### config.mk
export PLATFORM = sky130hd
export DESIGN_NAME = csv_record_field_splitter_top
export DESIGN_NICKNAME = d
export VERILOG_FILES = /design/src/hw/rtl/csvfs_pkg.sv /design/src/hw/rtl/csvfs_lane.sv /design/src/hw/rtl/csvfs_merge.sv /design/src/hw/rtl/csv_record_field_splitter_top.sv
export SDC_FILE = /design/constraint.sdc
export NUM_CORES = 1
export LEC_CHECK = 0
export ABC_AREA = 1
export BUFFER_PORTS_ARGS = -buffer_cell sky130_fd_sc_hd__clkbuf_2
export CORE_MARGIN = 4
export CORE_UTILIZATION = 40
export CTS_CLUSTER_SIZE = 24
export DETAILED_ROUTE_END_ITERATION = 16
export HOLD_SLACK_MARGIN = 0.1
export PLACE_DENSITY_LB_ADDON = 0.1
export SKIP_LAST_GASP = 1
export SYNTH_ARGS = -nofsm -noshare
export SYNTH_HDL_FRONTEND = slang
export SYNTH_SLANG_ARGS = --single-unit
### constraint.sdc
create_clock -name aclk -period 8.24 [get_ports aclk]
set_input_delay 1.236 -clock aclk [delete_from_list [all_inputs] [get_ports aclk]]
set_output_delay 1.236 -clock aclk [all_outputs]
set_load 0.05 [all_outputs]
### src/hw/rtl/csvfs_pkg.sv
// csvfs_pkg: shared types and constants of the CSV record field splitter.
// Holds the channel payload structs, event codes, register indexes and defaults.
// No dependencies.
`default_nettype none

package csvfs_pkg;

    // Default sizes handed to the top level
    localparam int BYTES_PER_CHUNK_DEF  = 8;
    localparam int MAX_BUFFER_BYTES_DEF = 65536;

    // Fixed field widths
    localparam int CHUNK_W = 64;
    localparam int VCNT_W  = 4;
    localparam int FIELD_W = 17;
    localparam int ADDR_W  = 3;
    localparam int DATA_W  = 32;

    // Byte codes
    localparam logic [7:0] CH_CR = 8'h0D;
    localparam logic [7:0] CH_LF = 8'h0A;

    // Line-ending modes; any other code behaves as LF
    localparam logic [1:0] MODE_LF   = 2'd0;
    localparam logic [1:0] MODE_CR   = 2'd1;
    localparam logic [1:0] MODE_CRLF = 2'd2;

    // Register reset values
    localparam logic [7:0] DELIM_RST = 8'd44;
    localparam logic [1:0] MODE_RST  = MODE_LF;

    // Register indexes (taken from the word address)
    localparam logic REG_DELIMITER_CHAR   = 1'b0;
    localparam logic REG_LINE_ENDING_MODE = 1'b1;

    typedef enum logic [2:0] {
        EV_FIELD        = 3'd0,
        EV_FINAL_FIELD  = 3'd1,
        EV_EMPTY_RECORD = 3'd2,
        EV_EMPTY_TRIM   = 3'd3,
        EV_PARTIAL      = 3'd4,
        EV_EMPTY_BUFFER = 3'd5,
        EV_TOO_LONG     = 3'd6
    } event_kind_t;

    typedef struct packed {
        logic [CHUNK_W-1:0] chunk_bytes;
        logic [VCNT_W-1:0]  valid_bytes;
        logic               first_of_buffer;
        logic               last_of_buffer;
    } in_item_t;

    typedef struct packed {
        event_kind_t        event_kind;
        logic [FIELD_W-1:0] field_offset;
        logic [FIELD_W-1:0] field_length;
        logic               merge_previous;
        logic [FIELD_W-1:0] consumed_count;
        logic               last_event;
    } out_item_t;

    typedef struct packed {
        logic [7:0] delimiter_char;
        logic [1:0] line_ending_mode;
    } cfg_t;

    // What one lane finds in its byte
    typedef struct packed {
        logic nl;
        logic delim;
        logic cr;
        logic ovf;
    } lane_flags_t;

endpackage

`default_nettype wire

### src/hw/rtl/csvfs_lane.sv
// csvfs_lane: classifies one byte of the chunk (line end, delimiter, CR, overflow).
// Depends on csvfs_pkg.
`default_nettype none

module csvfs_lane #(
    parameter int BYTES_PER_CHUNK  = csvfs_pkg::BYTES_PER_CHUNK_DEF,
    parameter int MAX_BUFFER_BYTES = csvfs_pkg::MAX_BUFFER_BYTES_DEF,
    parameter int LANE_INDEX       = 0
) (
    input  wire logic [7:0]                                        byte_in,
    input  wire csvfs_pkg::cfg_t                                   cfg,
    input  wire logic [$clog2(MAX_BUFFER_BYTES+BYTES_PER_CHUNK+1)-1:0] base_offset,
    output csvfs_pkg::lane_flags_t                                 flags
);

    localparam int OFF_W = $clog2(MAX_BUFFER_BYTES + BYTES_PER_CHUNK + 1);

    logic [7:0] nl_byte;
    logic       crlf;

    // Pick the line-end byte for the mode
    assign nl_byte = (cfg.line_ending_mode == csvfs_pkg::MODE_CR) ?
                     csvfs_pkg::CH_CR : csvfs_pkg::CH_LF;
    assign crlf    = (cfg.line_ending_mode == csvfs_pkg::MODE_CRLF);

    // Classify the byte; in crlf mode a CR is never a delimiter
    assign flags.nl    = (byte_in == nl_byte);
    assign flags.cr    = (byte_in == csvfs_pkg::CH_CR);
    assign flags.delim = (byte_in == cfg.delimiter_char) &&
                         !(crlf && (byte_in == csvfs_pkg::CH_CR));
    assign flags.ovf   = ((base_offset + OFF_W'(LANE_INDEX)) >= OFF_W'(MAX_BUFFER_BYTES));

endmodule

`default_nettype wire

### src/hw/rtl/csvfs_merge.sv
// csvfs_merge: merges the lane findings into field events in byte order, one per cycle
// unless the output stalls. Holds the record state and the output register. Depends on csvfs_pkg.
`default_nettype none

module csvfs_merge #(
    parameter int BYTES_PER_CHUNK  = csvfs_pkg::BYTES_PER_CHUNK_DEF,
    parameter int MAX_BUFFER_BYTES = csvfs_pkg::MAX_BUFFER_BYTES_DEF
) (
    input  wire logic                  aclk,
    input  wire logic                  aresetn,
    input  wire csvfs_pkg::cfg_t       cfg,
    input  wire logic                  s_valid,
    input  wire csvfs_pkg::in_item_t   s_data,
    output logic                       s_ready,
    input  wire csvfs_pkg::lane_flags_t lane_flags [BYTES_PER_CHUNK],
    output logic [$clog2(MAX_BUFFER_BYTES+BYTES_PER_CHUNK+1)-1:0] base_offset,
    output logic                       m_valid,
    input  wire logic                  m_ready,
    output csvfs_pkg::out_item_t       m_data
);

    localparam int OFF_W  = $clog2(MAX_BUFFER_BYTES + BYTES_PER_CHUNK + 1);
    localparam int LANE_W = (BYTES_PER_CHUNK > 1) ? $clog2(BYTES_PER_CHUNK) : 1;
    localparam int CNT_W  = $clog2(BYTES_PER_CHUNK + 1);
    localparam int FW     = csvfs_pkg::FIELD_W;

    // Chunk control and record state
    logic                       busy_reg, busy_next;
    logic [CNT_W-1:0]           vcnt_reg, vcnt_next;
    logic                       last_reg, last_next;
    logic [BYTES_PER_CHUNK-1:0] pend_reg, pend_next;
    logic [OFF_W-1:0]           base_reg, base_next;
    logic [OFF_W-1:0]           cfs_reg, cfs_next;
    logic                       prev_cr_reg, prev_cr_next;
    logic                       lse_reg, lse_next;
    logic                       nfy_reg, nfy_next;
    logic                       rinc_reg, rinc_next;
    logic                       crp_reg, crp_next;
    logic                       m_valid_reg, m_valid_next;
    csvfs_pkg::out_item_t       m_data_reg, m_data_next;

    logic [BYTES_PER_CHUNK-1:0] pending;
    logic [BYTES_PER_CHUNK:0]   cr_before;
    logic [LANE_W-1:0]          k;
    logic                       found;
    logic                       more;
    logic                       crlf;
    logic                       can_emit;
    logic                       emit;
    logic                       done;
    logic                       accept;
    logic                       merge;
    logic                       prev_cr_k;
    logic                       last_cr;
    logic [OFF_W-1:0]           pos;
    logic [OFF_W-1:0]           le;
    logic [OFF_W-1:0]           end_off;
    logic [CNT_W-1:0]           v_sat;
    csvfs_pkg::lane_flags_t     kf;

    assign crlf     = (cfg.line_ending_mode == csvfs_pkg::MODE_CRLF);
    assign can_emit = !m_valid_reg || m_ready;
    assign merge    = nfy_reg && rinc_reg;

    // Event lanes still to report, and CR flag ahead of each byte
    always_comb begin
        cr_before[0] = prev_cr_reg;
        for (int i = 0; i < BYTES_PER_CHUNK; i++) begin
            pending[i]     = pend_reg[i] && (CNT_W'(i) < vcnt_reg) && !lse_reg &&
                             (lane_flags[i].ovf || lane_flags[i].nl || lane_flags[i].delim);
            cr_before[i+1] = lane_flags[i].cr;
        end
    end

    // Find the lowest pending lane
    always_comb begin
        k = '0;
        for (int i = BYTES_PER_CHUNK - 1; i >= 0; i--) begin
            if (pending[i]) begin
                k = LANE_W'(i);
            end
        end
    end

    assign found     = |pending;
    assign more      = |(pending & ~(BYTES_PER_CHUNK'(1) << k));
    assign kf        = lane_flags[k];
    assign prev_cr_k = cr_before[CNT_W'(k)];
    assign last_cr   = cr_before[vcnt_reg];
    assign pos       = base_reg + OFF_W'(k);
    assign end_off   = base_reg + OFF_W'(vcnt_reg);
    assign le        = (crlf && prev_cr_k && (pos != '0)) ? (pos - OFF_W'(1)) : pos;
    assign v_sat     = (s_data.valid_bytes > csvfs_pkg::VCNT_W'(BYTES_PER_CHUNK)) ?
                       CNT_W'(BYTES_PER_CHUNK) : CNT_W'(s_data.valid_bytes);
    assign s_ready   = !busy_reg || done;
    assign accept    = s_valid && s_ready;

    // Step the current chunk: report one event or close the chunk
    always_comb begin
        busy_next    = busy_reg;
        vcnt_next    = vcnt_reg;
        last_next    = last_reg;
        pend_next    = pend_reg;
        base_next    = base_reg;
        cfs_next     = cfs_reg;
        prev_cr_next = prev_cr_reg;
        lse_next     = lse_reg;
        nfy_next     = nfy_reg;
        rinc_next    = rinc_reg;
        crp_next     = crp_reg;
        m_data_next  = m_data_reg;
        emit         = 1'b0;
        done         = 1'b0;

        if (busy_reg) begin
            if (found) begin
                if (can_emit) begin
                    emit                       = 1'b1;
                    pend_next[k]               = 1'b0;
                    m_data_next                = '0;
                    if (kf.ovf) begin
                        // Buffer overrun: final event, rest ignored
                        m_data_next.event_kind = csvfs_pkg::EV_TOO_LONG;
                        m_data_next.last_event = 1'b1;
                        lse_next               = 1'b1;
                        done                   = 1'b1;
                    end else if (kf.nl) begin
                        // Line end closes the record
                        m_data_next.consumed_count = FW'(pos + OFF_W'(1));
                        m_data_next.last_event     = 1'b1;
                        if (le == '0) begin
                            m_data_next.event_kind = (crlf && crp_reg) ?
                                csvfs_pkg::EV_EMPTY_TRIM : csvfs_pkg::EV_EMPTY_RECORD;
                        end else begin
                            m_data_next.event_kind     = csvfs_pkg::EV_FINAL_FIELD;
                            m_data_next.field_offset   = FW'(cfs_reg);
                            m_data_next.field_length   = FW'(le - cfs_reg);
                            m_data_next.merge_previous = merge;
                            nfy_next                   = 1'b0;
                        end
                        rinc_next = 1'b0;
                        crp_next  = 1'b0;
                        lse_next  = 1'b1;
                        base_next = pos + OFF_W'(1);
                        done      = 1'b1;
                    end else begin
                        // Delimiter closes a field
                        m_data_next.event_kind     = csvfs_pkg::EV_FIELD;
                        m_data_next.field_offset   = FW'(cfs_reg);
                        m_data_next.field_length   = FW'(pos - cfs_reg);
                        m_data_next.merge_previous = merge;
                        nfy_next                   = 1'b0;
                        cfs_next                   = pos + OFF_W'(1);
                        if (!more && !last_reg) begin
                            base_next    = end_off;
                            prev_cr_next = last_cr;
                            done         = 1'b1;
                        end
                    end
                end
            end else if (lse_reg) begin
                // Chunk after the line end: drop it
                done = 1'b1;
            end else if (last_reg) begin
                // Close the buffer without a line end
                if (can_emit) begin
                    emit         = 1'b1;
                    done         = 1'b1;
                    m_data_next  = '0;
                    m_data_next.last_event = 1'b1;
                    base_next    = end_off;
                    prev_cr_next = last_cr;
                    lse_next     = 1'b1;
                    if (end_off == '0) begin
                        m_data_next.event_kind = csvfs_pkg::EV_EMPTY_BUFFER;
                    end else begin
                        m_data_next.event_kind     = csvfs_pkg::EV_PARTIAL;
                        m_data_next.field_offset   = FW'(cfs_reg);
                        m_data_next.field_length   = FW'(end_off - cfs_reg);
                        m_data_next.merge_previous = merge;
                        m_data_next.consumed_count = FW'(end_off);
                        nfy_next                   = 1'b0;
                        rinc_next                  = 1'b1;
                        if (last_cr) begin
                            crp_next = 1'b1;
                        end
                    end
                end
            end else begin
                // Chunk with nothing to report: advance the offset
                base_next    = end_off;
                prev_cr_next = last_cr;
                done         = 1'b1;
            end
            if (done) begin
                busy_next = 1'b0;
            end
        end

        // Take the next chunk; a new buffer restarts the offsets
        if (accept) begin
            busy_next = 1'b1;
            vcnt_next = v_sat;
            last_next = s_data.last_of_buffer;
            pend_next = '1;
            if (s_data.first_of_buffer) begin
                base_next    = '0;
                cfs_next     = '0;
                prev_cr_next = 1'b0;
                lse_next     = 1'b0;
                nfy_next     = 1'b1;
            end
        end
    end

    // Output register: load on emit, drop on transfer
    assign m_valid_next = emit ? 1'b1 : (m_ready ? 1'b0 : m_valid_reg);

    always_ff @(posedge aclk) begin
        if (!aresetn) begin
            busy_reg    <= 1'b0;
            base_reg    <= '0;
            cfs_reg     <= '0;
            prev_cr_reg <= 1'b0;
            lse_reg     <= 1'b0;
            nfy_reg     <= 1'b1;
            rinc_reg    <= 1'b0;
            crp_reg     <= 1'b0;
            m_valid_reg <= 1'b0;
        end else begin
            busy_reg    <= busy_next;
            base_reg    <= base_next;
            cfs_reg     <= cfs_next;
            prev_cr_reg <= prev_cr_next;
            lse_reg     <= lse_next;
            nfy_reg     <= nfy_next;
            rinc_reg    <= rinc_next;
            crp_reg     <= crp_next;
            m_valid_reg <= m_valid_next;
        end
    end

    always_ff @(posedge aclk) begin
        vcnt_reg   <= vcnt_next;
        last_reg   <= last_next;
        pend_reg   <= pend_next;
        m_data_reg <= m_data_next;
    end

    assign base_offset = base_reg;
    assign m_valid     = m_valid_reg;
    assign m_data      = m_data_reg;

    // Plain field events never close a buffer
    a_field_not_final: assert property (@(posedge aclk) disable iff (!aresetn)
        m_valid_reg && (m_data_reg.event_kind == csvfs_pkg::EV_FIELD) |->
        !m_data_reg.last_event && (m_data_reg.consumed_count == '0))
        else $error("field event marked final or with consumed count");

    // Events without a field carry zero position and no merge
    a_no_field_zero: assert property (@(posedge aclk) disable iff (!aresetn)
        m_valid_reg && ((m_data_reg.event_kind == csvfs_pkg::EV_EMPTY_RECORD) ||
                        (m_data_reg.event_kind == csvfs_pkg::EV_EMPTY_TRIM) ||
                        (m_data_reg.event_kind == csvfs_pkg::EV_EMPTY_BUFFER) ||
                        (m_data_reg.event_kind == csvfs_pkg::EV_TOO_LONG)) |->
        (m_data_reg.field_offset == '0) && (m_data_reg.field_length == '0) &&
        !m_data_reg.merge_previous)
        else $error("fieldless event with nonzero field data");

    // The chunk base never passes the buffer limit
    a_base_bound: assert property (@(posedge aclk) disable iff (!aresetn)
        base_reg <= OFF_W'(MAX_BUFFER_BYTES))
        else $error("buffer offset beyond limit");

    // No event is issued once the buffer has ended
    a_silent_after_end: assert property (@(posedge aclk) disable iff (!aresetn)
        busy_reg && lse_reg |-> !emit)
        else $error("event issued after buffer end");

    // A completed record clears the incomplete and pending-CR marks
    a_record_clear: assert property (@(posedge aclk) disable iff (!aresetn)
        emit && kf.nl && !kf.ovf && found |=> !rinc_reg && !crp_reg)
        else $error("record marks not cleared at line end");

endmodule

`default_nettype wire

### src/hw/rtl/csv_record_field_splitter_top.sv
// csv_record_field_splitter_top: APB registers, chunk register, byte lanes and merge stage.
// Depends on csvfs_pkg, csvfs_lane and csvfs_merge.
//
//   channel | direction | handshake         | payload
//   --------+-----------+-------------------+-----------------------------
//   s_      | in        | s_valid / s_ready | in_item_t  (one chunk)
//   m_      | out       | m_valid / m_ready | out_item_t (one event)
//   apb     | in        | psel/penable      | delimiter, line-ending mode
//
// The merge stage reports one event per cycle while the output is not stalled,
// and holds the input until the chunk has yielded all its events (a closing
// partial-field event counts as one).
// Reset (aresetn low at a clock edge) clears the record state and the
// registers to delimiter 44 and LF mode. A stalled output holds the event
// in its register while the next event waits in the merge stage.
`default_nettype none

module csv_record_field_splitter_top #(
    parameter int BYTES_PER_CHUNK  = csvfs_pkg::BYTES_PER_CHUNK_DEF,
    parameter int MAX_BUFFER_BYTES = csvfs_pkg::MAX_BUFFER_BYTES_DEF
) (
    input  wire logic                              aclk,
    input  wire logic                              aresetn,
    input  wire logic                              psel,
    input  wire logic                              penable,
    input  wire logic                              pwrite,
    input  wire logic [csvfs_pkg::ADDR_W-1:0]      paddr,
    input  wire logic [csvfs_pkg::DATA_W-1:0]      pwdata,
    output logic [csvfs_pkg::DATA_W-1:0]           prdata,
    output logic                                   pready,
    input  wire logic                              s_valid,
    output logic                                   s_ready,
    input  wire csvfs_pkg::in_item_t               s_data,
    output logic                                   m_valid,
    input  wire logic                              m_ready,
    output csvfs_pkg::out_item_t                   m_data
);

    localparam int OFF_W = $clog2(MAX_BUFFER_BYTES + BYTES_PER_CHUNK + 1);

    logic [7:0]                   delim_reg, delim_next;
    logic [1:0]                   mode_reg, mode_next;
    logic [csvfs_pkg::CHUNK_W-1:0] chunk_reg, chunk_next;
    logic                         cfg_write;
    csvfs_pkg::cfg_t              cfg;
    logic [OFF_W-1:0]             base_offset;
    csvfs_pkg::lane_flags_t       lane_flags [BYTES_PER_CHUNK];

    // Register port: write on access phase, read by word address
    assign pready    = 1'b1;
    assign cfg_write = psel && penable && pwrite;

    always_comb begin
        delim_next = delim_reg;
        mode_next  = mode_reg;
        if (cfg_write) begin
            case (paddr[2])
                csvfs_pkg::REG_DELIMITER_CHAR:   delim_next = pwdata[7:0];
                csvfs_pkg::REG_LINE_ENDING_MODE: mode_next  = pwdata[1:0];
                default: ;
            endcase
        end
    end

    always_comb begin
        case (paddr[2])
            csvfs_pkg::REG_DELIMITER_CHAR:   prdata = {24'd0, delim_reg};
            csvfs_pkg::REG_LINE_ENDING_MODE: prdata = {30'd0, mode_reg};
            default:                         prdata = '0;
        endcase
    end

    always_ff @(posedge aclk) begin
        if (!aresetn) begin
            delim_reg <= csvfs_pkg::DELIM_RST;
            mode_reg  <= csvfs_pkg::MODE_RST;
        end else begin
            delim_reg <= delim_next;
            mode_reg  <= mode_next;
        end
    end

    assign cfg.delimiter_char   = delim_reg;
    assign cfg.line_ending_mode = mode_reg;

    // Hold the chunk bytes for the lanes while the merge stage works on it
    assign chunk_next = (s_valid && s_ready) ? s_data.chunk_bytes : chunk_reg;

    always_ff @(posedge aclk) begin
        chunk_reg <= chunk_next;
    end

    // One lane per byte of the chunk
    for (genvar g = 0; g < BYTES_PER_CHUNK; g++) begin : g_lane
        csvfs_lane #(
            .BYTES_PER_CHUNK  (BYTES_PER_CHUNK),
            .MAX_BUFFER_BYTES (MAX_BUFFER_BYTES),
            .LANE_INDEX       (g)
        ) u_lane (
            .byte_in     (chunk_reg[8*g +: 8]),
            .cfg         (cfg),
            .base_offset (base_offset),
            .flags       (lane_flags[g])
        );
    end

    // Merge lane findings into events
    csvfs_merge #(
        .BYTES_PER_CHUNK  (BYTES_PER_CHUNK),
        .MAX_BUFFER_BYTES (MAX_BUFFER_BYTES)
    ) u_merge (
        .aclk        (aclk),
        .aresetn     (aresetn),
        .cfg         (cfg),
        .s_valid     (s_valid),
        .s_data      (s_data),
        .s_ready     (s_ready),
        .lane_flags  (lane_flags),
        .base_offset (base_offset),
        .m_valid     (m_valid),
        .m_ready     (m_ready),
        .m_data      (m_data)
    );

endmodule

`default_nettype wire

==> results of run 1 <==
-- layer usage --
metal  vias to the layer above  GRT usage [%]  routed length [µm]
li1                       6739              -                   -
met1                      6434          37.40               22700
met2                       498          37.60               21000
met3                        45          3.366                3411
met4                         0          5.870                 728
met5                         -              0                   0
-- cell usage after synthesis, drive strengths merged --
cell      n  area share, %
nand3   125            4.5
or2      12           0.53
o211ai   20            1.1
nor4      6           0.27
xnor2    45            2.8
edfxtp  125             27
o31ai     5           0.27
nor2    209            5.9
and2      1          0.044
buf      61            3.0
dfxtp    59            8.4
conb      2          0.053
nor3b     5           0.30
a221oi    3           0.19
a31oi     8           0.35
clkbuf   21           0.56
a211oi    2           0.11
ha       57            5.0
and3      1          0.044
o221a     1          0.080
a21boi    1          0.053
a22oi     2           0.11
nor3     36            1.6
a21o      5           0.27
clkinv    4           0.11
o22ai    20           0.89
o21a      1          0.053
o221ai    2           0.12
nand4    49            2.3
inv     257            6.8
o21ai   132            4.8
o21bai    5           0.27
o2111a    1          0.080
fa        5           0.71
nand3b    2           0.11
xor2     75            4.8
a21oi   103            3.9
nand2   474             13
-- final cells by class --
type	count	area, µm²	share of cell area, %
Clock inverter	14	166.4	1.023
Antenna cell	2	5.005	0.03076
Timing Repair Buffer	231	1356	8.337
Sequential cell	184	4942	30.38
Multi-Input combinational cell	1438	7814	48.03
Clock buffer	18	429.2	2.638
Inverter	261	985.9	6.061
Tap cell	455	569.3	3.499
-- worst max-delay path: cells and delay by family (launching register included) --
kind	cells	cell delay [ns]
adders and majority gates	4	1.05
xor gates and xnor gates	2	0.32
buffers and inverters	7	0.64
and+or+nand+nor	25	2.62
AOI/OAI and AO/OA	13	2.15
DFF	1	0.42
-- kinds of logic (layout without fill, tap and decap cells) --
| group | after synthesis | after routing | share of synthesized area, % |
|---|---|---|---|
| AND/OR/NAND/NOR | 920 | 920 | 28.66 |
| buffers and inverters | 343 | 524 | 10.52 |
| AO/OA/AOI/OAI | 311 | 311 | 12.55 |
| flip-flops | 184 | 184 | 34.92 |
| XOR/XNOR | 120 | 120 | 7.543 |
| adder cells (fa/ha/maj) | 62 | 62 | 5.755 |
| other | 2 | 27 | 0.05314 |
-- worst min-delay path by stage --
stage                     endpoint  slack, ns  cells after the start
2_1_floorplan  u_merge.pend_reg[2]       0.43                      2
3_3_place_gp   u_merge.pend_reg[2]       0.44                      2
3_5_place_dp   u_merge.pend_reg[2]       0.44                      2
4_1_cts        u_merge.pend_reg[2]       0.46                      2
5_1_grt        u_merge.pend_reg[2]       0.48                      2
6_report       u_merge.pend_reg[2]       0.46                      2
-- per-stage QoR --
step                std cells  util [%]  total power [mW]
global route             2602     46.86             4.373
floorplan                1965         -             2.619
global placement         2567     45.02             3.207
detailed placement       2567     45.02             3.224
finish                   2603     46.86             4.094
CTS                      2599     46.73             4.085
-- power by group through the flow --
stage / Sequential (mW) / Clock (mW) / Combinational (mW)
global placement: 1.21 / 0 / 2.00
finish: 1.19 / 0.858 / 2.04
CTS: 1.19 / 0.875 / 2.02
detailed placement: 1.21 / 0 / 2.01
floorplan: 1.35 / 0 / 1.27
global route: 1.20 / 0.920 / 2.25
-- cells in the final DEF (no fill, tap or decap), drive strengths merged, types with 2 or more instances in the layout --
master and instances:
a211oi 2, a21o 5, a21oi 103, a221oi 3, a22oi 2, a31oi 8
buf 80, bufinv 2, clkbuf 169, clkinv 10, conb 25, dfxtp 59
diode 2, edfxtp 125, fa 5, ha 57, inv 262, nand2 474
nand3 125, nand3b 2, nand4 49, nor2 209, nor3 36, nor3b 5
nor4 6, o211ai 20, o21ai 132, o21bai 5, o221ai 2, o22ai 20
o31ai 5, or2 12, xnor2 45, xor2 75
-- timing repair --
item,in CTS,in global routing
hold buffers,0,0
buffers inserted,0,2
gates resized for setup,0,10
setup endpoints to repair,0,2
==> results.sh, run 1 <==
export IMPL_gp_congestion=0.9424
export IMPL_synth_area_per_cell_um2=7.277
export IMPL_internal_power_mw=2.249
export IMPL_power_switching_mw=1.845
export IMPL_io_buffers=151
export IMPL_layout_min_cycle_time_ns=7.502
export IMPL_path_common_cell="nand2_1"
export IMPL_area_growth_pct=15.11
export IMPL_yosysWarnings=0
export IMPL_largest_register_ffs=64
export IMPL_num_io_pins=203
export IMPL_r2r_start="chunk_reg[33]"
export IMPL_r2r_end="u_merge.m_data[35]"
export IMPL_cts_buffer_depth=2
export IMPL_fmaxAchievable_mhz=133.3
export IMPL_rows=68
export IMPL_p_leak_nw=7.565
export IMPL_holdCritStartpoint="u_merge.pend_reg[2]"
export IMPL_rsz0062_at_grt="no"
export IMPL_peakVddDrop_mv=0.1719
export IMPL_relSlewSlack_pct=29.34
export IMPL_clkSinkCount=184
export IMPL_yosysUniqueCellTypes=60
export IMPL_postRouteAntennaNets=0
export IMPL_start_util_pct=40.71
export IMPL_cp_start_kind="flop"
export IMPL_placedInstanceArea_mm2=0.01563
export IMPL_h_tree_depth=4
export IMPL_grt_overflow=0
export IMPL_skew_ns=0.01711
export IMPL_grt_max_degree=49
export IMPL_critPathCaptureType="flop"
export IMPL_track_usage_pct=24.77
export IMPL_holdWs_ns=0.4562
export IMPL_slew_viol_final=0
export IMPL_worstSetupPathType="flop to flop"
export IMPL_antenna_found_initial=1
export IMPL_finalSetupViolCount=0
export IMPL_final_hold_viol_count=0
export IMPL_dr_pass1_iters=6
export IMPL_cts_root_buf="clkbuf_16"
export IMPL_drt_iter0_markers=1118
export IMPL_combPwrFrac_pct=49.9
export IMPL_routed_wl_um=47840
export IMPL_finalCritPeriodShare_pct=91.04
export IMPL_numCtsBuffers=17
export IMPL_dieArea_mm2=0.03840
export IMPL_reg2reg_depth=51
export IMPL_drc=0
export IMPL_clkPwrFrac_pct=21.0
export IMPL_max_stage_delay_ns=0.44
export IMPL_grt_pass1_wl_um=73720
export IMPL_fp_dieW_um=196.0
export IMPL_power_density_mw_per_mm2=251.7
export IMPL_tightest_slew_ns=1.058
export IMPL_final_setup_tns_ns=0
export IMPL_nets=2307
export IMPL_nFillCells=3559
export IMPL_switching_share_pct=45.07
export IMPL_worstSetupStartpoint="chunk_reg[33]"
export IMPL_clk_latency_ns=0.47
export IMPL_crit_path_end="u_merge.m_data[35]"
export IMPL_path_clk_slew_ns=0.08
export IMPL_vias_per_cell=5.269
export IMPL_core_area_mm2=0.03471
export IMPL_die_h_um=196.0
export IMPL_required_ns=8.46
export IMPL_vias=13720
export IMPL_hp_class="flop to flop"
export IMPL_final_cell_area_mm2=0.01627
export IMPL_syn_inst=1942
export IMPL_fin_ws_ns=0.7382
export IMPL_grt_pass1_vias=12780
export IMPL_status="completed"
export IMPL_wl_per_cell_um=18.38
export IMPL_netlist_area_mm2=0.01413
export IMPL_seq_area_frac_synth_pct=34.92
export IMPL_detailedPlace_worstSlack_ns=0.7340
export IMPL_dp_hpwl_um=37950
export IMPL_crit_path_max_fanout=4
export IMPL_cts_tree="built"
export IMPL_seq_power_share_pct=29.1
export IMPL_synth_seq_cells=184
export IMPL_drive_gt1_share_pct=16.08
export IMPL_crit_arrival_ns=7.72
export IMPL_reg2reg_slack_ns=0.74
export IMPL_cpMaxStageDelayCell="o21ai_0"
export IMPL_cap_violations=0
(Power assumes the default switching activity.)
==> inputs of run 2 (changes only) <==
Settings changed: SYNTH_HIERARCHICAL from default to 1.
==> run 2 against run 1 <==
First-iteration DRC count up 5.5%. Critical path depth unchanged. Combinational power is 64% higher. Clock power up 1%. Critical endpoint is now u_merge/m_data[31]. Count of clock-buffer cells in the layout is 1 lower. Fmax fell by 1.7%. Non-clock buffer count decreased by 41.
==> results.sh, run 2 <==
export IMPL_status="completed"
export IMPL_stdcell_count=2868
export IMPL_synth_area_leaders="edfxtp_1 25%, nand2_1 14%, dfxtp_1 7.8%"
export IMPL_path_common_cell="nand2_1"
export IMPL_power_mw=5.597
export IMPL_p_leak_nw=7.904
export IMPL_path_buf_inv=7
export IMPL_critPathTopFamily="simple AND/OR/NAND/NOR gates"
export IMPL_vias=14970
export IMPL_hp_class="flop to flop"
export IMPL_final_hold_viol_count=0
export IMPL_rsz0062_at_grt="no"
export IMPL_syn_inst=2186
export IMPL_final_cell_mix="550 x nand2_1, 286 x inv_1, 274 x nor2_1"
export IMPL_crit_path_max_fanout=12
export IMPL_fp_dieW_um=202.4
export IMPL_area_growth_pct=13.11
export IMPL_dp_hpwl_um=40550
export IMPL_yosys_top_cells_count="550 x nand2_1, 288 x inv_1, 274 x nor2_1, 125 x edfxtp_1, 123 x a21oi_1"
export IMPL_rows=70
export IMPL_wl_per_cell_um=18.01
export IMPL_drive_gt1_share_pct=15.61
export IMPL_cp_start_kind="flop"
export IMPL_switching_share_pct=52.36
export IMPL_synth_top_area_cell="edfxtp_1"
export IMPL_power_switching_mw=2.931
export IMPL_synth_edff_count=125
export IMPL_grt_pass1_wl_um=79690
export IMPL_dp_cells=2836
export IMPL_start_util_pct=40.89
export IMPL_grt_pass1_vias=14060
export IMPL_crit_arrival_ns=7.85
export IMPL_clkSinkCount=184
export IMPL_num_io_pins=203
export IMPL_gp_congestion=0.9740
export IMPL_numCtsBuffers=17
export IMPL_dieArea_mm2=0.04095
export IMPL_final_setup_tns_ns=0
export IMPL_cts_tree="built"
export IMPL_fmaxAchievable_mhz=131.0
export IMPL_critPathCaptureType="flop"
export IMPL_antenna_found_initial=0
export IMPL_relSlewSlack_pct=40.92
export IMPL_io_buffers=151
export IMPL_combPwrFrac_pct=59.9
export IMPL_path_clk_slew_ns=0.08
export IMPL_seq_power_share_pct=24.6
export IMPL_diodes=0
export IMPL_drt_iter0_markers=1180
export IMPL_cts_buffer_depth=2
export IMPL_internal_power_mw=2.667
export IMPL_worstSetupPathType="flop to flop"
export IMPL_clkPwrFrac_pct=15.5
export IMPL_required_ns=8.46
export IMPL_finalCritPeriodShare_pct=92.66
export IMPL_dr_pass1_iters=6
export IMPL_finalSetupViolCount=0
export IMPL_max_stage_delay_ns=0.74
export IMPL_track_usage_pct=24.83
export IMPL_ys_flop_type="edfxtp_1"
export IMPL_synth_most_common_cell="nand2_1"
export IMPL_core_area_mm2=0.03696
export IMPL_postRouteAntennaNets=0
export IMPL_synth_area_per_cell_um2=6.913
export IMPL_drc=0
export IMPL_vias_per_cell=5.218
export IMPL_nets=2525
export IMPL_peakVddDrop_mv=0.2292
export IMPL_layout_min_cycle_time_ns=7.635
export IMPL_die_h_um=202.4
export IMPL_cts_root_buf="clkbuf_16"
export IMPL_layout_commonest_cell="nand2_1"
export IMPL_async_flop_share_pct=0
export IMPL_yosysUniqueCellTypes=60
export IMPL_synth_top_cell_area_share_pct=24.84
export IMPL_clk_latency_ns=0.47
export IMPL_cpMaxStageDelayCell="dfxtp_1"
export IMPL_skew_ns=0.01397
export IMPL_power_density_mw_per_mm2=327.5
export IMPL_netlist_area_mm2=0.01511
export IMPL_routed_wl_um=51640
export IMPL_tightest_slew_ns=0.8852
export IMPL_largest_register_ffs=64
export IMPL_h_tree_depth=4
export IMPL_cap_violations=0
export IMPL_grt_overflow=0
export IMPL_synth_seq_cells=184
export IMPL_seq_area_frac_synth_pct=32.65
export IMPL_slew_viol_final=0
export IMPL_grt_max_degree=45
export IMPL_yosysWarnings=6
==> run 2: cell count changes in the layout (fill, tap and decap cells not counted), sizes merged, moves of 23 or more <==
cell / change
nand2: +98
a21oi: +23
inv: +83
nor3: +28
nor2: +86
buf: -41
nand3: -29
==> run 2: worst reg2reg max path, delay by kind of cell (launching register included) <==
kind                       cells  cell delay, ns
xor gates and xnor gates       2            0.45
AOI/OAI and AO/OA              7            1.23
buffers and inverters          7            0.63
DFF                            1            0.74
adders and majority gates      3            1.01
and+or+nand+nor               32            3.31
==> run 2: timing repair <==
action | CTS | global route
setup buffers | 0 | 0
hold buffers | 0 | 0
endpoints found under the setup margin | 0 | 2
resized for setup | 0 | 4
==> run 2: power groups by stage <==
stage / registers, mW / logic, mW / clock network, mW
final: 1.38 / 3.35 / 0.868
after CTS: 1.38 / 3.31 / 0.885
after global routing: 1.40 / 3.66 / 0.921
after floorplan: 1.68 / 2.11 / 0
after global placement: 1.39 / 3.28 / 0
after detailed placement: 1.40 / 3.29 / 0
==> run 2: stage by stage <==
stage	worst slack [ns]	utilization, %	instance area [µm²]	hold slack (ns)
after floorplan	2.080	-	15200	0.4260
after global placement	0.6528	44.59	16480	0.4447
after detailed placement	0.5658	44.59	16480	0.4442
after CTS	0.5591	46.24	17090	0.4585
after global routing	0.007574	46.25	17090	0.4878
final	0.6046	46.25	17090	0.4567
==> run 2: logic make-up after synthesis <==
logic type	after synthesis	share of synthesized area, %
buffers and inverters	407	11.06
flip-flops	184	32.65
AO/OA/AOI/OAI	331	12.78
XOR/XNOR	95	5.804
adder cells (fa/ha/maj)	62	5.382
AND/OR/NAND/NOR	1105	32.27
other	2	0.04970
==> run 2: cell type report <==
cell class | instances | area [µm²]
clock buffer | 17 | 425.4
clock inverter | 15 | 182.7
fill | 3887 | 19870
inverter | 340 | 1276
multi-input combinational | 1618 | 8592
sequential | 184 | 4938
tap | 504 | 630.6
timing repair buffer | 190 | 1049
==> run 2: final timing paths <==
path | depth (start not counted) | end | slack, ns | startpoint
min reg2reg | 2 | u_merge/pend_reg[7] | 0.46 | u_merge/pend_reg[7]
min | 2 | u_merge/pend_reg[7] | 0.46 | u_merge/pend_reg[7]
max | 51 | u_merge/m_data[31] | 0.60 | delim_reg[1]
max reg2reg | 51 | u_merge/m_data[31] | 0.60 | delim_reg[1]
==> run 2: layer usage <==
layer	share of wire, %	up-vias	GRT usage (%)
met5	0	-	0
met4	2.7	0	7.565
met3	5.8	76	2.904
met2	47	513	41.59
met1	44	6960	33.80
li1	-	7416	-
